==> config.mk <==
export PLATFORM = sky130hd
export DESIGN_NAME = dns_response_address_extractor_top
export DESIGN_NICKNAME = d
export VERILOG_FILES = /design/src/rtl/dra_pkg.sv /design/src/rtl/dra_parser.sv /design/src/rtl/dra_result_queue.sv /design/src/rtl/dns_response_address_extractor_top.sv
export SDC_FILE = /design/constraint.sdc
export NUM_CORES = 2
export LEC_CHECK = 0
export BUFFER_PORTS_ARGS = -buffer_cell sky130_fd_sc_hd__buf_2
export CAP_MARGIN = 10
export CORE_AREA = 4 4 241 243
export CTS_CLUSTER_DIAMETER = 80
export DETAILED_ROUTE_END_ITERATION = 8
export DIE_AREA = 0 0 245 247
export PLACE_DENSITY = 0.78
export REMOVE_ABC_BUFFERS = 1
export SYNTH_ARGS = -nofsm -noshare
export SYNTH_HDL_FRONTEND = slang
export SYNTH_SLANG_ARGS = --single-unit
export TNS_END_PERCENT = 30
==> constraint.sdc <==
create_clock -name clock -period 11.9 [get_ports clock]
set_clock_uncertainty 0.1 [all_clocks]
set_input_delay 1.785 -clock clock [delete_from_list [all_inputs] [get_ports clock]]
set_output_delay 1.785 -clock clock [all_outputs]
set_load 0.02 [all_outputs]
==> src/rtl/dra_pkg.sv <==
package dra_pkg;

   // Result kinds
   localparam logic [1:0] KIND_IPV4   = 2'd0;
   localparam logic [1:0] KIND_IPV6   = 2'd1;
   localparam logic [1:0] KIND_STATUS = 2'd2;

   // Packet status codes
   localparam logic [2:0] ST_OK         = 3'd0;
   localparam logic [2:0] ST_SHORT      = 3'd1;
   localparam logic [2:0] ST_BAD_FLAGS  = 3'd2;
   localparam logic [2:0] ST_QCOUNT     = 3'd3;
   localparam logic [2:0] ST_COMPRESSED = 3'd4;
   localparam logic [2:0] ST_TRUNCATED  = 3'd5;

   // Record types and lengths of interest
   localparam logic [15:0] RTYPE_A    = 16'd1;
   localparam logic [15:0] RTYPE_AAAA = 16'd28;
   localparam logic [15:0] RLEN_A     = 16'd4;
   localparam logic [15:0] RLEN_AAAA  = 16'd16;

   // Output queue sizing
   localparam int QUEUE_DEPTH = 4;
   localparam int QUEUE_PTR_W = $clog2(QUEUE_DEPTH);
   localparam int QUEUE_CNT_W = $clog2(QUEUE_DEPTH + 1);

   typedef struct packed {
      logic [1:0]  result_kind;
      logic [63:0] address_upper;
      logic [63:0] address_lower;
      logic [2:0]  parse_status;
      logic        last_result;
   } result_type;

   // Up to two results per input byte: an address record, then a status.
   typedef struct packed {
      logic [1:0] num;
      result_type first;
      result_type second;
   } push_type;

endpackage

==> src/rtl/dra_parser.sv <==
module dra_parser #(
   parameter int MAX_PACKET_BYTES = 512
) (
   input  logic              clock,
   input  logic              reset,
   input  logic              in_accept,
   input  logic [7:0]        data_byte,
   input  logic              last_byte,
   output dra_pkg::push_type push_out
);
   import dra_pkg::*;

   localparam logic [3:0] PH_HDR    = 4'd0;
   localparam logic [3:0] PH_QLEN   = 4'd1;
   localparam logic [3:0] PH_QLABEL = 4'd2;
   localparam logic [3:0] PH_QFIX   = 4'd3;
   localparam logic [3:0] PH_AFIRST = 4'd4;
   localparam logic [3:0] PH_APTR   = 4'd5;
   localparam logic [3:0] PH_ALABEL = 4'd6;
   localparam logic [3:0] PH_ANEXT  = 4'd7;
   localparam logic [3:0] PH_AFIX   = 4'd8;
   localparam logic [3:0] PH_ADATA  = 4'd9;
   localparam logic [3:0] PH_DONE   = 4'd10;
   localparam logic [3:0] PH_ERR    = 4'd11;

   localparam logic [9:0]  POS_MAX   = 10'd1023;
   localparam logic [10:0] POS_LIMIT = 11'(MAX_PACKET_BYTES);

   logic [3:0]  phase_ff, phase_in;
   logic [9:0]  pos_ff, pos_in;
   logic [15:0] fc_ff, fc_in;
   logic [15:0] qtotal_ff, qtotal_in;
   logic [15:0] aleft_ff, aleft_in;
   logic [15:0] rtype_ff, rtype_in;
   logic [15:0] rlen_ff, rlen_in;
   logic [63:0] shup_ff, shup_in;
   logic [63:0] shlo_ff, shlo_in;
   logic [2:0]  err_ff, err_in;

   logic        addr_hit;
   result_type  addr_res;
   result_type  stat_res;
   logic [2:0]  status;

   always_comb begin
      phase_in  = phase_ff;
      pos_in    = pos_ff;
      fc_in     = fc_ff;
      qtotal_in = qtotal_ff;
      aleft_in  = aleft_ff;
      rtype_in  = rtype_ff;
      rlen_in   = rlen_ff;
      shup_in   = shup_ff;
      shlo_in   = shlo_ff;
      err_in    = err_ff;
      addr_hit  = 1'b0;
      addr_res  = '0;
      stat_res  = '0;
      status    = ST_OK;

      unique case (phase_ff)
         PH_HDR: begin
            if (pos_ff == 10'd2 && (!data_byte[7] || data_byte[6:3] != 4'd0) &&
                err_in == ST_OK) begin
               err_in = ST_BAD_FLAGS;
            end
            if (pos_ff == 10'd3 && data_byte[3:0] != 4'd0 && err_in == ST_OK) begin
               err_in = ST_BAD_FLAGS;
            end
            if (pos_ff == 10'd4) qtotal_in = {data_byte, 8'h00};
            if (pos_ff == 10'd5) qtotal_in = qtotal_ff | {8'h00, data_byte};
            if (pos_ff == 10'd6) aleft_in = {data_byte, 8'h00};
            if (pos_ff == 10'd7) aleft_in = aleft_ff | {8'h00, data_byte};
            if (pos_ff >= 10'd11) begin
               if (err_in == ST_OK && qtotal_in != 16'd1) err_in = ST_QCOUNT;
               phase_in = (err_in != ST_OK) ? PH_ERR : PH_QLEN;
            end
         end
         PH_QLEN: begin
            if (data_byte == 8'd0) begin
               phase_in = PH_QFIX;
               fc_in    = 16'd4;
            end else if (data_byte[7:6] != 2'b00) begin
               if (err_in == ST_OK) err_in = ST_COMPRESSED;
               phase_in = PH_ERR;
            end else begin
               phase_in = PH_QLABEL;
               fc_in    = {8'h00, data_byte};
            end
         end
         PH_QLABEL: begin
            fc_in = fc_ff - 16'd1;
            if (fc_in == 16'd0) phase_in = PH_QLEN;
         end
         PH_QFIX: begin
            fc_in = fc_ff - 16'd1;
            if (fc_in == 16'd0) phase_in = (aleft_ff == 16'd0) ? PH_DONE : PH_AFIRST;
         end
         PH_AFIRST: begin
            if (data_byte[7:6] == 2'b11) begin
               phase_in = PH_APTR;
            end else if (data_byte == 8'd0) begin
               phase_in = PH_AFIX;
               fc_in    = 16'd10;
            end else begin
               phase_in = PH_ALABEL;
               fc_in    = {8'h00, data_byte};
            end
         end
         PH_APTR: begin
            phase_in = PH_AFIX;
            fc_in    = 16'd10;
         end
         PH_ALABEL: begin
            fc_in = fc_ff - 16'd1;
            if (fc_in == 16'd0) phase_in = PH_ANEXT;
         end
         PH_ANEXT: begin
            if (data_byte == 8'd0) begin
               phase_in = PH_AFIX;
               fc_in    = 16'd10;
            end else begin
               phase_in = PH_ALABEL;
               fc_in    = {8'h00, data_byte};
            end
         end
         PH_AFIX: begin
            // countdown 10..1 walks type, class, ttl, rdlength
            if (fc_ff[3:0] == 4'd10) rtype_in = {data_byte, 8'h00};
            if (fc_ff[3:0] == 4'd9)  rtype_in = rtype_ff | {8'h00, data_byte};
            if (fc_ff[3:0] == 4'd2)  rlen_in  = {data_byte, 8'h00};
            if (fc_ff[3:0] == 4'd1)  rlen_in  = rlen_ff | {8'h00, data_byte};
            fc_in = fc_ff - 16'd1;
            if (fc_in == 16'd0) begin
               if (rlen_in == 16'd0) begin
                  aleft_in = aleft_ff - 16'd1;
                  phase_in = (aleft_in == 16'd0) ? PH_DONE : PH_AFIRST;
               end else begin
                  phase_in = PH_ADATA;
                  fc_in    = rlen_in;
                  shup_in  = '0;
                  shlo_in  = '0;
               end
            end
         end
         PH_ADATA: begin
            shup_in = {shup_ff[55:0], shlo_ff[63:56]};
            shlo_in = {shlo_ff[55:0], data_byte};
            fc_in   = fc_ff - 16'd1;
            if (fc_in == 16'd0) begin
               if (rtype_ff == RTYPE_A && rlen_ff == RLEN_A) begin
                  addr_hit                = 1'b1;
                  addr_res.result_kind    = KIND_IPV4;
                  addr_res.address_lower  = {32'h0, shlo_in[31:0]};
               end else if (rtype_ff == RTYPE_AAAA && rlen_ff == RLEN_AAAA) begin
                  addr_hit                = 1'b1;
                  addr_res.result_kind    = KIND_IPV6;
                  addr_res.address_upper  = shup_in;
                  addr_res.address_lower  = shlo_in;
               end
               aleft_in = aleft_ff - 16'd1;
               phase_in = (aleft_in == 16'd0) ? PH_DONE : PH_AFIRST;
            end
         end
         default: begin
         end
      endcase

      if (last_byte) begin
         if (pos_ff <= 10'd11)        status = ST_SHORT;
         else if (err_in != ST_OK)    status = err_in;
         else if (phase_in == PH_DONE) status = ST_OK;
         else                         status = ST_TRUNCATED;
         stat_res.result_kind  = KIND_STATUS;
         stat_res.parse_status = status;
         stat_res.last_result  = 1'b1;
         phase_in  = PH_HDR;
         pos_in    = '0;
         fc_in     = '0;
         qtotal_in = '0;
         aleft_in  = '0;
         rtype_in  = '0;
         rlen_in   = '0;
         err_in    = ST_OK;
      end else begin
         // oversized packet: flag truncation at the size limit
         if (({1'b0, pos_ff} + 11'd1) >= POS_LIMIT && err_in == ST_OK) begin
            err_in = ST_TRUNCATED;
            if (phase_in != PH_HDR) phase_in = PH_ERR;
         end
         if (pos_ff < POS_MAX) pos_in = pos_ff + 10'd1;
      end
   end

   always_comb begin
      push_out = '0;
      if (in_accept) begin
         push_out.num = {1'b0, addr_hit} + {1'b0, last_byte};
         if (addr_hit) begin
            push_out.first  = addr_res;
            push_out.second = stat_res;
         end else begin
            push_out.first  = stat_res;
         end
      end
   end

   always_ff @(posedge clock) begin
      if (reset) begin
         phase_ff  <= PH_HDR;
         pos_ff    <= '0;
         fc_ff     <= '0;
         qtotal_ff <= '0;
         aleft_ff  <= '0;
         rtype_ff  <= '0;
         rlen_ff   <= '0;
         err_ff    <= ST_OK;
      end else if (in_accept) begin
         phase_ff  <= phase_in;
         pos_ff    <= pos_in;
         fc_ff     <= fc_in;
         qtotal_ff <= qtotal_in;
         aleft_ff  <= aleft_in;
         rtype_ff  <= rtype_in;
         rlen_ff   <= rlen_in;
         err_ff    <= err_in;
      end
   end

   always_ff @(posedge clock) begin
      if (in_accept) begin
         shup_ff <= shup_in;
         shlo_ff <= shlo_in;
      end
   end

   a_packet_restart: assert property (@(posedge clock) disable iff (reset)
      (in_accept && last_byte) |=> (pos_ff == 10'd0 && phase_ff == PH_HDR && err_ff == ST_OK))
      else $error("parser did not restart after packet end");

   a_pair_order: assert property (@(posedge clock) disable iff (reset)
      (push_out.num == 2'd2) |->
         (push_out.first.result_kind != KIND_STATUS && push_out.second.last_result))
      else $error("address result must precede the closing status");

endmodule

==> src/rtl/dra_result_queue.sv <==
module dra_result_queue (
   input  logic                clock,
   input  logic                reset,
   input  dra_pkg::push_type   push_in,
   output logic                almost_full,
   output logic                out_valid,
   input  logic                out_stall,
   output dra_pkg::result_type out_result
);
   import dra_pkg::*;

   result_type             entries_ff [QUEUE_DEPTH];
   logic [QUEUE_PTR_W-1:0] wr_ptr_ff, wr_ptr_in;
   logic [QUEUE_PTR_W-1:0] rd_ptr_ff, rd_ptr_in;
   logic [QUEUE_CNT_W-1:0] count_ff, count_in;
   logic [QUEUE_PTR_W-1:0] wr_ptr_next;
   logic                   pop;

   assign out_valid   = (count_ff != '0);
   assign out_result  = entries_ff[rd_ptr_ff];
   assign pop         = out_valid && !out_stall;
   // keep room for a two-result byte
   assign almost_full = (count_ff > QUEUE_CNT_W'(QUEUE_DEPTH - 2));
   assign wr_ptr_next = wr_ptr_ff + QUEUE_PTR_W'(1);

   always_comb begin
      wr_ptr_in = wr_ptr_ff + QUEUE_PTR_W'(push_in.num);
      rd_ptr_in = rd_ptr_ff + QUEUE_PTR_W'(pop);
      count_in  = count_ff + QUEUE_CNT_W'(push_in.num) - QUEUE_CNT_W'(pop);
   end

   always_ff @(posedge clock) begin
      if (push_in.num != 2'd0) entries_ff[wr_ptr_ff] <= push_in.first;
      if (push_in.num == 2'd2) entries_ff[wr_ptr_next] <= push_in.second;
   end

   always_ff @(posedge clock) begin
      if (reset) begin
         wr_ptr_ff <= '0;
         rd_ptr_ff <= '0;
         count_ff  <= '0;
      end else begin
         wr_ptr_ff <= wr_ptr_in;
         rd_ptr_ff <= rd_ptr_in;
         count_ff  <= count_in;
      end
   end

   a_no_overflow: assert property (@(posedge clock) disable iff (reset)
      count_ff <= QUEUE_CNT_W'(QUEUE_DEPTH))
      else $error("result queue overflow");

   a_pair_count: assert property (@(posedge clock) disable iff (reset)
      (push_in.num == 2'd2 && !pop) |=>
         (count_ff == QUEUE_CNT_W'($past(count_ff) + QUEUE_CNT_W'(2))))
      else $error("result queue lost an entry of a pair");

endmodule

==> src/rtl/dns_response_address_extractor_top.sv <==
// Channel | Direction | Ports                                    | Transfer when
// req     | in        | req_data_byte, req_last_byte             | req_valid && !req_stall
// rsp     | out       | rsp_result_kind, rsp_address_upper/lower,| rsp_valid && !rsp_stall
//         |           | rsp_parse_status, rsp_last_result        |
//
// One byte per clock while req_stall is low: each byte updates the parser registers in the cycle of its transfer.
// A result is written into the queue register file, and rsp shows it from there.
// A byte can yield two results (address, then status); a four-entry queue holds them.
// req_stall rises while fewer than two queue entries are free, and only then.
// Reset is synchronous, active high; there is no clearing pass.
module dns_response_address_extractor_top #(
   parameter int MAX_PACKET_BYTES = 512
) (
   input  logic        clock,
   input  logic        reset,
   // input byte stream
   input  logic        req_valid,
   output logic        req_stall,
   input  logic [7:0]  req_data_byte,
   input  logic        req_last_byte,
   // result stream
   output logic        rsp_valid,
   input  logic        rsp_stall,
   output logic [1:0]  rsp_result_kind,
   output logic [63:0] rsp_address_upper,
   output logic [63:0] rsp_address_lower,
   output logic [2:0]  rsp_parse_status,
   output logic        rsp_last_result
);
   import dra_pkg::*;

   logic       req_accept;
   push_type   push;
   result_type head;

   // byte transfer: valid with no stall
   assign req_accept = req_valid && !req_stall;

   // header check, question walk and answer walk; results go straight to the queue
   dra_parser #(
      .MAX_PACKET_BYTES (MAX_PACKET_BYTES)
   ) u_parser (
      .clock     (clock),
      .reset     (reset),
      .in_accept (req_accept),
      .data_byte (req_data_byte),
      .last_byte (req_last_byte),
      .push_out  (push)
   );

   // result register file; parts the two sides, input stalls only once it is nearly full
   dra_result_queue u_queue (
      .clock       (clock),
      .reset       (reset),
      .push_in     (push),
      .almost_full (req_stall),
      .out_valid   (rsp_valid),
      .out_stall   (rsp_stall),
      .out_result  (head)
   );

   assign rsp_result_kind   = head.result_kind;
   assign rsp_address_upper = head.address_upper;
   assign rsp_address_lower = head.address_lower;
   assign rsp_parse_status  = head.parse_status;
   assign rsp_last_result   = head.last_result;

endmodule

==> summary.md <==
| Metric | Value |
|---|---|
| Placed Area | `31700 um2` |
| Most common cell after layout, fill and taps aside | `dfxtp_1` |
| Post-CTS sizing | `0` |
| Least-Margin Pin Slew | `between 1 and 1.5 ns` |
| # IOs | `about 150` |
| HP Class | `register to register` |
| Arrival @ worst endpoint | `6.23 ns` |
| Slew headroom | `14.2%` |
| Vias per cell | `6.75` |
| Sw frac | `24.9%` |
| Int Pwr | `4.18 mW` |
| Pre-CTS setup slack | `approximately 6.1 ns` |
| Drt wl/cell | `about 24 um` |
| Drc violations | `0` |
| Combinational share of power | `8.4%` |
| Clock-pin slew on the worst setup and hold paths | `roughly 0.060 ns` |
| RSZ-0062 raised after global routing | `no` |
| Count of pins over their slew limit | `0` |
| Final core occ | `between 60% and 70%` |
| Initial antenna violation count | `1` |
| CP max stage cell | `buf_4` |
| Power after layout | `5.56 mW` |
| Hold WS | `0.347 ns` |
| Post-CTS Setup Bufs | `0` |
| Die width | `approximately 250 um` |
| FFs w/ async S/R, synth | `0%` |
| Crit Path Max Fanout | `67` |
| Critical path required time | `12.12 ns` |
| HP Start | `u_queue.entries_ff[2][132]` |
| Post-Syn Area | `30600 um2` |
| Clk_lat worst skew | `0.63 ns` |
| Setup TNS | `0 ns` |
| Ys flop type | `dfxtp_1` |
| Power density over the cells | `between 150 and 200 nW/um2` |
| Die height | `247 um` |
| Vias in the first global route | `23100` |
| Critical path origin | `u_parser.fc_ff[3]` |
| Commonest non-fill, non-tap cells in the layout | `dfxtp_1 (617), a22o_1 (528), buf_2 (148)` |
| ANT cells | `0` |
| Ys Warns | `0` |
| Final WS setup | `5.89 ns` |
| Routed Wire Length | `82.7 mm` |
| IO buf count | `~150` |
| Core area | `roughly 56000 um2` |
| Core Rows | `87` |
| Reg power frac | `48.1%` |
| Gpl congestion | `0.929` |
| Largest net degree at the start of global routing | `around 110` |
| First-pass GRT wire length | `129 mm` |
| Total congestion overflow | `0` |
| Router iterations before antenna repair | `6` |
| Clk buf depth | `3` |
| Register area share after synthesis | `54.0%` |
| Final Non-Filler Cells | `3406` |
| CTS H-tree depth | `3` |
| CTS tree | `done` |
| Multi-input logic area | `13100 um2` |
| Endpoints failing hold | `0` |
| Period utilisation layout | `50.5%` |
| Vias | `23000` |
| Fin nets | `approximately 2600` |
| Sw Pwr | `between 1 and 1.5 mW` |
| Library cells used by synthesis | `85` |
| Hold_buf cts | `0` |
| Critical path's largest stage delay | `0.87 ns` |
| Post-route minimum period | `6.01 ns` |
| CP endpoint kind | `register` |
| DP HPWL | `~47 mm` |
| P&R area growth vs syn | `12.0%` |
| CP startpoint kind | `register` |
| Num CTS Buffers | `76` |
| Synthesized flop and latch total | `756` |
| ANT nets after route | `0` |
| Register Area | `about 17000 um2` |
| Reg2Reg Launch Point | `u_parser.fc_ff[3]` |
| Cell-by-cell listing of the critical path | `or4_1, nor4_2, xor2_1, nor3_2, and3_1, and2_1, ha_1, o21ai_0, or3b_2, and2_4, buf_4, inv_1` |
| Setup violators final | `0` |
| Critical setup path kind | `register to register` |
| Clock network power share | `between 40% and 50%` |
| Post-synth EDFFs | `136` |
| Status | `complete, no violations` |
| Worst vdd ir | `0.000168 V` |
| DP Cell Count | `about 3300` |
| Initial Utilization | `54.6%` |
| Clock Sinks | `756` |
| CTS root buffer | `clkbuf_16` |
| Leak | `13.6 nW` |
| FILL cells | `4349` |
| Ratio of cells with drive above 1 in the final layout | `17.9%` |
| Gate Count Post-Synth | `2562` |
| Avg Cell Area, Syn | `about 12 um2` |
| Max-cap violations | `0` |
| Detailed Route Iter0 Violations | `2456` |
| Gr usage total | `a little over a quarter` |
| Maximum clock frequency | `roughly 170 MHz` |
| Final Cell Area | `34200 um2` |
| Die area | `60500 um2` |
-- final cells by class --
cell class                 count  area share, %
timing repair buffer         182           2.94
clock buffer                 107           6.22
tap                          756           2.76
inverter                      31          0.340
multi-input combinational   1541           38.3
clock inverter                33           1.22
sequential                   756           48.2
-- layer usage --
layer	track usage [%]	part of all wire (%)	vias up
met5	0	0.016	-
met4	9.93	3.1	2
met3	5.20	8.1	170
met2	44.8	49	1106
met1	34.0	40	11700
li1	-	-	10000
-- synthesized netlist by cell type, types with 4 or more instances --
cell type / n / area [um2]
nand4_1: 12 / 75.1
dfxtp_1: 620 / 12400
nor3_1: 48 / 240
and2_1: 15 / 93.8
edfxtp_1: 136 / 4080
or2_2: 7 / 43.8
o21a_1: 6 / 45.0
ha_1: 17 / 213
buf_1: 22 / 82.6
nor2b_1: 13 / 81.3
inv_1: 31 / 116
mux4_2: 133 / 3000
clkbuf_1: 192 / 721
nor4_1: 25 / 156
a221oi_1: 5 / 43.8
o31ai_1: 9 / 67.6
and3_1: 128 / 801
a211oi_1: 4 / 30.0
or3_1: 12 / 75.1
a22oi_1: 36 / 270
nand3b_1: 4 / 30.0
nand2b_1: 10 / 62.6
a211o_1: 5 / 43.8
o21ai_0: 41 / 205
nor4b_1: 5 / 43.8
nand2_1: 71 / 267
nor2_2: 4 / 25.0
and4_1: 4 / 35.0
nor3b_1: 7 / 52.6
a22o_1: 528 / 4620
o21ai_1: 5 / 25.0
buf_2: 18 / 90.1
a32oi_1: 6 / 52.6
nand3_1: 21 / 105
o22ai_1: 9 / 56.3
a21o_1: 6 / 45.0
mux2i_1: 16 / 160
xnor2_1: 13 / 114
nor2_1: 137 / 514
a21oi_1: 76 / 380
a31oi_1: 11 / 68.8
xor2_1: 18 / 158
nand4b_1: 5 / 43.8
-- worst max-delay path, delay by kind of cell, from the launching register on --
| kind | cells | cell delay, ns |
|---|---|---|
| AOI/OAI and AO/OA | 1 | 0.43 |
| xor gates and xnor gates | 1 | 0.20 |
| adders and majority gates | 1 | 0.32 |
| buffers and inverters | 2 | 1.13 |
| DFF | 1 | 0.48 |
| and+or+nand+nor | 7 | 2.94 |
-- cells by family (layout without fill, tap and decap cells) --
family          count (synthesis)  count (layout)  synth area share, %
compound gates                795             795                 21.0
xor+xnor                       31              31                0.889
simple gates                  544             544                 9.48
fa+ha+maj                      19              19                0.794
mux                           152             152                 10.4
buf+inv                       265             353                 3.37
flops                         756             756                 54.0
-- worst paths after layout --
| path | endpoint | slack, ns | cells past startpoint |
|---|---|---|---|
| setup / recovery | u_queue.entries_ff[2][0] | 5.89 | 12 |
| hold reg to reg | u_queue.entries_ff[2][132] | 0.35 | 1 |
| hold / removal | u_queue.entries_ff[2][132] | 0.35 | 1 |
| setup reg to reg | u_queue.entries_ff[2][0] | 5.89 | 12 |
-- sequential cells by signal (all words and copies together), names as in the netlist --
name	flops
u_parser.aleft_ff	16
u_parser.shlo_ff	64
u_queue.count_ff	3
u_queue.rd_ptr_ff	2
u_parser.rtype_ff	16
u_parser.pos_ff	10
u_parser.err_ff	3
u_queue.entries_ff	532
u_queue.wr_ptr_ff	2
u_parser.qtotal_ff	16
u_parser.fc_ff	16
u_parser.shup_ff	56
u_parser.phase_ff	4
u_parser.rlen_ff	16
-- power groups by stage --
stage | clock network [mW] | logic [mW] | registers [mW]
floorplan | 0 | 0.297 | 2.77
global placement | 0 | 0.467 | 2.73
detailed placement | 0 | 0.469 | 2.73
CTS | 2.44 | 0.471 | 2.68
global route | 2.55 | 0.508 | 2.68
finish | 2.41 | 0.469 | 2.67
(Power assumes the default switching activity.)
